--- src/hw/rtl/awa_pkg.sv ---
// Shared widths, codes, types and constant tables for the asymmetric window block.
// Used by awa_div and asymmetric_window_apply; depends on nothing else.
package awa_pkg;

    // Field and datapath widths
    localparam int IDX_W     = 16;
    localparam int SMP_W     = 24;
    localparam int COEF_W    = 18;
    localparam int KIND_W    = 4;
    localparam int CFG_W     = IDX_W;
    localparam int CFG_IDX_W = 3;

    // Quarter-wave cosine table geometry
    localparam int COS_DEPTH = 1024;
    localparam int COS_LOG2  = $clog2(COS_DEPTH);
    localparam int COS_AW    = COS_LOG2 + 1;
    localparam int COS_W     = 17;
    localparam int PH_W      = COS_LOG2 + 2;

    // Divider geometry: quotients never exceed 2^16
    localparam int QUO_W     = 17;
    localparam int DEN_W     = 2 * IDX_W + 2;
    localparam int NUM_W     = DEN_W + QUO_W;

    // Cosine-sum arithmetic
    localparam int ACOEF_W   = 20;
    localparam int TERM_W    = ACOEF_W + 1 + COS_W + 1;
    localparam int SUM_W     = TERM_W + 1;
    localparam int PRD_W     = SMP_W + COEF_W;

    localparam logic signed [COEF_W-1:0] COEF_ONE = COEF_W'(65536);

    // Configuration register indexes
    localparam logic [CFG_IDX_W-1:0] CFG_CENTER = 3'd0;
    localparam logic [CFG_IDX_W-1:0] CFG_LWIDTH = 3'd1;
    localparam logic [CFG_IDX_W-1:0] CFG_RWIDTH = 3'd2;
    localparam logic [CFG_IDX_W-1:0] CFG_LKIND  = 3'd3;
    localparam logic [CFG_IDX_W-1:0] CFG_RKIND  = 3'd4;

    // Window type codes
    localparam logic [KIND_W-1:0] KIND_RECT     = 4'd0;
    localparam logic [KIND_W-1:0] KIND_BARTLETT = 4'd1;
    localparam logic [KIND_W-1:0] KIND_WELCH    = 4'd2;
    localparam logic [KIND_W-1:0] KIND_HANN     = 4'd3;
    localparam logic [KIND_W-1:0] KIND_FLATTOP  = 4'd9;

    // Data that rides alongside the divider pipeline
    typedef struct packed {
        logic signed [SMP_W-1:0] smp;
        logic [KIND_W-1:0]       kind;
        logic                    zero;
        logic [IDX_W-1:0]        w;
    } t_side;

    // Quarter-wave cosine table, Q16, built at elaboration by a Taylor series in Q30
    typedef logic [COS_W-1:0] t_cos_tab [0:COS_DEPTH];

    localparam longint unsigned PI_HALF_Q30 = 64'd1686629713;

    function automatic t_cos_tab build_cos_tab();
        t_cos_tab        tab;
        longint unsigned x;
        longint unsigned x2;
        longint unsigned term;
        longint          sm;
        longint          e;
        int              j;
        int              k;
        for (j = 0; j <= COS_DEPTH; j++) begin
            x    = (PI_HALF_Q30 * 64'(j) + 64'(COS_DEPTH / 2)) / 64'(COS_DEPTH);
            x2   = (x * x) >> 30;
            term = 64'd1 << 30;
            sm   = longint'(term);
            for (k = 1; k <= 12; k++) begin
                term = ((term * x2) >> 30) / 64'((2 * k - 1) * (2 * k));
                if ((k & 1) == 1) begin
                    sm = sm - longint'(term);
                end else begin
                    sm = sm + longint'(term);
                end
            end
            e = (sm + 64'sd8192) >>> 14;
            if (e < 0) begin
                e = 0;
            end
            if (e > 65536) begin
                e = 65536;
            end
            tab[j] = COS_W'(e);
        end
        return tab;
    endfunction

    localparam t_cos_tab COS_TAB = build_cos_tab();

    // Cosine-sum weights a0..a4 in Q20, one row per type from Hann onward; last row unused
    localparam longint unsigned QSCALE = 64'd1048576;

    typedef logic [ACOEF_W-1:0] t_acoef_tab [0:7][0:4];

    localparam t_acoef_tab A_TAB = '{
        '{ACOEF_W'((64'd5 * QSCALE + 64'd5) / 64'd10),
          ACOEF_W'((64'd5 * QSCALE + 64'd5) / 64'd10),
          ACOEF_W'(0), ACOEF_W'(0), ACOEF_W'(0)},
        '{ACOEF_W'((64'd54 * QSCALE + 64'd50) / 64'd100),
          ACOEF_W'((64'd46 * QSCALE + 64'd50) / 64'd100),
          ACOEF_W'(0), ACOEF_W'(0), ACOEF_W'(0)},
        '{ACOEF_W'((64'd42659 * QSCALE + 64'd50000) / 64'd100000),
          ACOEF_W'((64'd49656 * QSCALE + 64'd50000) / 64'd100000),
          ACOEF_W'((64'd76849 * QSCALE + 64'd500000) / 64'd1000000),
          ACOEF_W'(0), ACOEF_W'(0)},
        '{ACOEF_W'((64'd355768 * QSCALE + 64'd500000) / 64'd1000000),
          ACOEF_W'((64'd487396 * QSCALE + 64'd500000) / 64'd1000000),
          ACOEF_W'((64'd144232 * QSCALE + 64'd500000) / 64'd1000000),
          ACOEF_W'((64'd12604 * QSCALE + 64'd500000) / 64'd1000000),
          ACOEF_W'(0)},
        '{ACOEF_W'((64'd3635819 * QSCALE + 64'd5000000) / 64'd10000000),
          ACOEF_W'((64'd4891775 * QSCALE + 64'd5000000) / 64'd10000000),
          ACOEF_W'((64'd1365995 * QSCALE + 64'd5000000) / 64'd10000000),
          ACOEF_W'((64'd106411 * QSCALE + 64'd5000000) / 64'd10000000),
          ACOEF_W'(0)},
        '{ACOEF_W'((64'd35875 * QSCALE + 64'd50000) / 64'd100000),
          ACOEF_W'((64'd48829 * QSCALE + 64'd50000) / 64'd100000),
          ACOEF_W'((64'd14128 * QSCALE + 64'd50000) / 64'd100000),
          ACOEF_W'((64'd1168 * QSCALE + 64'd50000) / 64'd100000),
          ACOEF_W'(0)},
        '{ACOEF_W'((64'd1000 * QSCALE + 64'd2318) / 64'd4636),
          ACOEF_W'((64'd1930 * QSCALE + 64'd2318) / 64'd4636),
          ACOEF_W'((64'd1290 * QSCALE + 64'd2318) / 64'd4636),
          ACOEF_W'((64'd388 * QSCALE + 64'd2318) / 64'd4636),
          ACOEF_W'((64'd28 * QSCALE + 64'd2318) / 64'd4636)},
        '{ACOEF_W'(0), ACOEF_W'(0), ACOEF_W'(0), ACOEF_W'(0), ACOEF_W'(0)}
    };

endpackage

--- src/hw/rtl/awa_div.sv ---
// Pipelined restoring divider, one quotient bit per register stage.
// Depends on awa_pkg for widths and the side-data struct.
module awa_div (
    input  logic                       i_clk,
    input  logic                       i_rst_n,
    input  logic                       i_vld,
    input  logic [awa_pkg::NUM_W-1:0]  i_num,
    input  logic [awa_pkg::DEN_W-1:0]  i_den,
    input  awa_pkg::t_side             i_side,
    output logic                       o_vld,
    output logic [awa_pkg::QUO_W-1:0]  o_quo,
    output logic [awa_pkg::DEN_W-1:0]  o_rem,
    output awa_pkg::t_side             o_side
);

    import awa_pkg::*;

    logic             r_vld  [0:QUO_W];
    logic [DEN_W-1:0] r_rem  [0:QUO_W];
    logic [QUO_W-1:0] r_low  [0:QUO_W-1];
    logic [QUO_W-1:0] r_quo  [0:QUO_W];
    logic [DEN_W-1:0] r_den  [0:QUO_W];
    t_side            r_side [0:QUO_W];

    // Entry stage: the caller must keep the upper numerator bits below the divisor; the divider does not enforce this.
    always_ff @(posedge i_clk) begin
        if (!i_rst_n) begin
            r_vld[0] <= 1'b0;
        end else begin
            r_vld[0] <= i_vld;
        end
    end

    always_ff @(posedge i_clk) begin
        r_rem[0]  <= i_num[NUM_W-1:QUO_W];
        r_low[0]  <= i_num[QUO_W-1:0];
        r_quo[0]  <= '0;
        r_den[0]  <= i_den;
        r_side[0] <= i_side;
    end

    // Each stage brings down one numerator bit and tries one subtraction.
    for (genvar g = 0; g < QUO_W; g++) begin : g_step
        logic [DEN_W:0]   w_trial;
        logic             w_ge;
        logic [DEN_W-1:0] n_rem;

        assign w_trial = {r_rem[g], r_low[g][QUO_W-1]};
        assign w_ge    = w_trial >= {1'b0, r_den[g]};
        assign n_rem   = w_ge ? DEN_W'(w_trial - {1'b0, r_den[g]}) : w_trial[DEN_W-1:0];

        always_ff @(posedge i_clk) begin
            if (!i_rst_n) begin
                r_vld[g+1] <= 1'b0;
            end else begin
                r_vld[g+1] <= r_vld[g];
            end
        end

        always_ff @(posedge i_clk) begin
            r_rem[g+1]  <= n_rem;
            r_quo[g+1]  <= {r_quo[g][QUO_W-2:0], w_ge};
            r_den[g+1]  <= r_den[g];
            r_side[g+1] <= r_side[g];
        end

        if (g < QUO_W - 1) begin : g_low
            always_ff @(posedge i_clk) begin
                r_low[g+1] <= {r_low[g][QUO_W-2:0], 1'b0};
            end
        end
    end

    assign o_vld  = r_vld[QUO_W];
    assign o_quo  = r_quo[QUO_W];
    assign o_rem  = r_rem[QUO_W];
    assign o_side = r_side[QUO_W];

endmodule

--- config.mk ---
export PLATFORM = sky130hd
export DESIGN_NAME = awa_div
export DESIGN_NICKNAME = d
export VERILOG_FILES = /design/src/hw/rtl/awa_pkg.sv /design/src/hw/rtl/awa_div.sv
export SDC_FILE = /design/constraint.sdc
export NUM_CORES = 2
export LEC_CHECK = 0
export BUFFER_PORTS_ARGS = -buffer_cell sky130_fd_sc_hd__clkbuf_2
export CAP_MARGIN = 0
export CORE_ASPECT_RATIO = 1.75
export CORE_UTILIZATION = 28
export DETAILED_ROUTE_END_ITERATION = 10
export PLACE_DENSITY_LB_ADDON = 0.2
export SYNTH_ARGS = -nofsm -noshare
export SYNTH_HDL_FRONTEND = slang
export SYNTH_SLANG_ARGS = --single-unit
--- constraint.sdc ---
create_clock -name i_clk -period 4.35 [get_ports i_clk]
set_input_delay 1.305 -clock i_clk [delete_from_list [all_inputs] [get_ports i_clk]]
set_output_delay 1.305 -clock i_clk [all_outputs]
set_load 0.03 [all_outputs]
# --- Word level (Yosys, flattened, before mapping) ---
# Memories as Yosys holds them, arrays and structs flattened.
# Index checks and enable logic that the tools add are counted.
op_classes:
  shift: 0
  magnitude_cmp: 17
  add_sub_neg: 17
  n_mul: 0
  n_bitwise: 18
  reduce_logical: 0
  n_eq_ne: 0
  div: 0
  mux: 37
ops:
  columns: ["operator", "n"]
  rows:
  - ["35-bit by 34-bit greater-or-equal comparator with 1-bit output", 17]
  - ["34-bit 2-to-1 mux", 17]
  - ["34-bit subtractor", 17]
  - ["1-bit 2-to-1 mux", 20]
  - ["1-bit OR", 18]
word_totals:
  mem_bits_ro: 0
  register_bits: 0
  elab_cells: 95
  inputBits: 133
  output_inout_bits: 97
  ramBits: 2647
  n_memories: 6
  latchBits: 0
memory_table:
  columns: ["name", "words", "width", "read_ports", "rd_clocked_by_memory_dff", "wr", "line_no", "source"]
  rows:
  - ["r_side", 18, 45, 18, 0, 18, "awa_div.sv:23", "t_side r_side [0:QUO_W];"]
  - ["r_den", 18, 34, 17, 0, 18, "awa_div.sv:22", "logic [DEN_W-1:0] r_den [0:QUO_W];"]
  - ["r_rem", 18, 34, 18, 0, 18, "awa_div.sv:19", "logic [DEN_W-1:0] r_rem [0:QUO_W];"]
  - ["r_quo", 18, 17, 18, 0, 18, "awa_div.sv:21", "logic [QUO_W-1:0] r_quo [0:QUO_W];"]
  - ["r_low", 17, 17, 17, 0, 17, "awa_div.sv:20", "logic [QUO_W-1:0] r_low [0:QUO_W-1];"]
  - ["r_vld", 18, 1, 18, 0, 18, "awa_div.sv:18", "logic r_vld [0:QUO_W];"]

# --- Depth between registers and ports, before layout ---
depth:
  ltp_word: 2
  depth_mapped: 15

# --- Worst setup path after synthesis ---
# Ideal clock, no wire load.
synth_path:
  kind: "reg-to-reg"
  start: "mem r_low[4][16]"
  end: "mem r_rem[5][30] in the netlist's numbering"
  setup_time_ps: 121
  slack_ps: 949
  required_ps: 4229
  path_stages_with_launch: 15
  n_path_buf: 0
  t_arrival_ps: 3281
  path_cell_list: "dfxtp_1 inv_1 ha_1 inv_1 fa_1 a21o_1 a21o_1 a211o_1 a31o_1 a31oi_2 o21ai_2 a221oi_4 nor4_1 or4_1 mux2_2"
synth_lines:
  columns: ["item", "line_no"]
  rows:
  - ["start: declaration", "awa_div.sv:20"]
  - ["end: declaration", "awa_div.sv:19"]

==> summary.md <==
| Metric | Value |
|---|---|
| Outcome | `completed` |
| Num CTS Buffers | `229` |
| Reg2Reg Depth | `12` |
| Hold Vio Cnt, Final | `0` |
| CTS Hold Buffers Added | `0` |
| Total negative slack | `0 ns` |
| Delay-heaviest family, CP | `simple AND/OR/NAND/NOR gates` |
| Max Cap Viol | `0` |
| Final wirelength | `207000 um` |
| Layout Utilization | `33.0%` |
| Die H | `730 um` |
| CP max stage cell | `nor4_1` |
| Routability Congestion | `around 0.90` |
| DR vias | `55600` |
| Mean Syn Cell Area | `10.7 sq um` |
| Die area | `0.305 sq mm` |
| YS warnings | `0` |
| Final worst-path cycle share | `94.5%` |
| Nets | `9077` |
| PortBufs | `roughly 230` |
| Critical Path Max Stage Delay | `between 0.8 and 0.9 ns` |
| Critical path origin | `r_den[13][17]` |
| Ys flop type | `dfxtp_1` |
| Max FO, Critical Path | `14` |
| Worst min path class | `flip-flop to flip-flop` |
| Root buffer cell | `clkbuf_16` |
| Die Width | `418 um` |
| Most numerous cell on the critical path | `o21ai_0` |
| Max VDD drop | `0.339 mV` |
| Clk_lat worst skew | `0.93 ns` |
| Largest net degree at the start of global routing | `57` |
| CTS tree | `yes` |
| CP bufs+invs | `2` |
| Lkg Pwr | `roughly 0.044 uW` |
| FF-to-FF Start | `r_den[13][17]` |
| I/O pins | `230` |
| Synth top area cells | `dfxtp_1, ha_1, mux2_2` |
| Worst Hold Depth | `0` |
| Post-synth EDFFs | `0` |
| Synth Register Bits | `~2300` |
| Syn Inst Count | `7908` |
| RSZ-0062 raised after global routing | `no` |
| Count leader, synth | `dfxtp_1` |
| Initial Util | `28.1%` |
| DRT antenna net count | `0` |
| Remaining DRCs | `0` |
| Post-synthesis sequential area ratio | `54.8%` |
| First DRT Iteration DRCs | `1661` |
| FP Rows | `267` |
| CTS Sinks | `between 2000 and 2500` |
| GRT Util Overall | `13.2%` |
| First-pass iteration count of the detailed router | `5` |
| Worst hold path startpoint | `r_low[1][7]` |
| Routed WL per cell | `around 16 um` |
| Post CTS Setup Buffer Count | `0` |
| Synth Cell Area | `0.0849 sq mm` |
| Synthesized Nets | `between 8000 and 9000` |
| WP depth | `12` |
| Most frequent cells after synthesis | `dfxtp_1, inv_1, ha_1, a21oi_1, nand2_1` |
| Worst path required time | `roughly 5 ns` |
| Asr flop ratio synth | `0%` |
| Setup crit end kind | `flip-flop` |
| Setup Viol. Count Final | `0` |
| Final slew viol count | `0` |
| Post-synth top area share | `54.8%` |
| Syn-to-layout area delta | `17.2%` |
| CP Class | `flip-flop to flip-flop` |
| Reg clk slew, reported paths | `0.06 ns` |
| Crit start category | `flip-flop` |
| Fmax | `243 MHz` |
| Clock buffer depth | `4` |
| Core Region | `0.302 sq mm` |
| First-pass GRT wire length | `316000 um` |
| Cell variety after synth | `98` |
| DR vias/cell | `about 4.4` |
| CP Cell Sequence | `inv_1, ha_1, nand2_1, or3_1, or2_2, nor4_1, nor2_1, o21ai_0, o21ai_0, nand2_2, buf_4, mux2_2` |
| Worst Tran Pin Value | `1.10 ns` |
| Share of layout cells above drive strength 1 | `14.2%` |
| Initial antenna violation count | `4` |
| P per Cell Area | `833 mW/mm^2` |
| Vias in the first global route | `58700` |
| Overflow after GRT | `0` |
| Max H-tree Level | `4` |
| Slew headroom | `around a quarter` |
| Yosys top cell by area | `dfxtp_1` |
| Final critical-path required period | `4.11 ns` |
| Crit path arrival time | `4.83 ns` |
| Setup Skew | `0.0911 ns` |
| DP HPWL | `163000 um` |
flip-flops by register name, indices dropped and copies added (netlist names):
register	count
r_side	810
r_rem	612
r_den	578
r_low	153
r_quo	153
r_vld	18
cell usage in the layout, fill, tap and decap left out, types with 68 or more instances in the layout:
cell type / n
nor2b_1: 68
xnor2_1: 321
nand3_1: 111
ha_1: 578
inv_1: 732
mux2_2: 370
nand4_1: 93
buf_4: 127
nand2b_1: 68
nor3_1: 83
clkbuf_16: 229
o21bai_1: 81
a21o_1: 350
a21oi_1: 534
xor2_1: 173
o21ai_0: 375
nor2_1: 310
nand2_1: 400
dfxtp_1: 2324
clkbuf_2: 229
power breakdown:
group / leakage (uW) / total (uW) / internal (uW) / switching (uW)
Sequential: 0.0196 / 28000 / 25800 / 2180
Combinational: 0.0211 / 34700 / 15800 / 19000
Clock: 0.00373 / 20100 / 11600 / 8480
cell families (layout without fill, tap and decap cells):
logic type,Yosys count,count (layout),share of synthesized area (%)
flip-flops,2324,2324,54.8
AO/OA/AOI/OAI,1822,1822,13.9
AND/OR/NAND/NOR,1391,1391,8.07
buffers and inverters,896,1511,4.12
adder cells (fa/ha/maj),595,595,8.92
XOR/XNOR,494,494,5.10
multiplexers,386,386,5.10
other,0,29,0
final timing paths:
kind | to | slack, ns
worst max register to register | r_rem[14][23] | 0.24
worst max-delay path | r_rem[14][23] | 0.24
worst min register to register | r_low[2][8] | 0.29
worst min-delay path | r_low[2][8] | 0.29
stage by stage:
| stage | instance area [sq um] | setup WS, ns | power, uW | hold WS [ns] | cells |
|---|---|---|---|---|---|
| final | 99400 | 0.239 | 82800 | 0.293 | 12600 |
| after detailed placement | 91700 | 0.148 | 63200 | 0.312 | 12200 |
| after CTS | 99400 | 0.0692 | 84100 | 0.283 | 12600 |
| after global routing | 99400 | 0.0340 | 88400 | 0.288 | 12600 |
| after floorplan | 84900 | 0.949 | 53400 | 0.310 | 7908 |
| after global placement | 91700 | 0.110 | 62900 | 0.309 | 12200 |
routing by layer:
layer  vias up  wire length (um)  share of wire [%]  GRT usage, %
met5         -                 0                  0             0
met4         0             17000                8.2          10.3
met3       595              5970                2.9          1.79
met2       995            118000                 57          27.6
met1     25900             66100                 32          10.6
li1      28100                 -                  -             -
worst register-to-register path: stages, from the launching register on:
cell	delay, ns
dfxtp_1	0.36
inv_1	0.06
ha_1	0.38
nand2_1	0.16
or3_1	0.42
or2_2	0.38
nor4_1	0.87
nor2_1	0.11
o21ai_0	0.17
o21ai_0	0.18
nand2_2	0.21
buf_4	0.27
mux2_2	0.38
layout make-up:
cell class                 count  area [sq um]
tap                         4035          5050
antenna                       29          72.6
inverter                     733          2750
multi-input combinational   4688         35000
fill                       30500        202000
timing repair buffer         373          2440
clock inverter               103          1260
clock buffer                 302          6380
sequential                  2324         46500
what timing repair did:
action,4_1_cts,5_1_grt
hold endpoints to repair,0,0
gates resized for setup,0,1
endpoints found under the setup margin,0,3
Note: power is estimated with default switching activity, not from simulation.
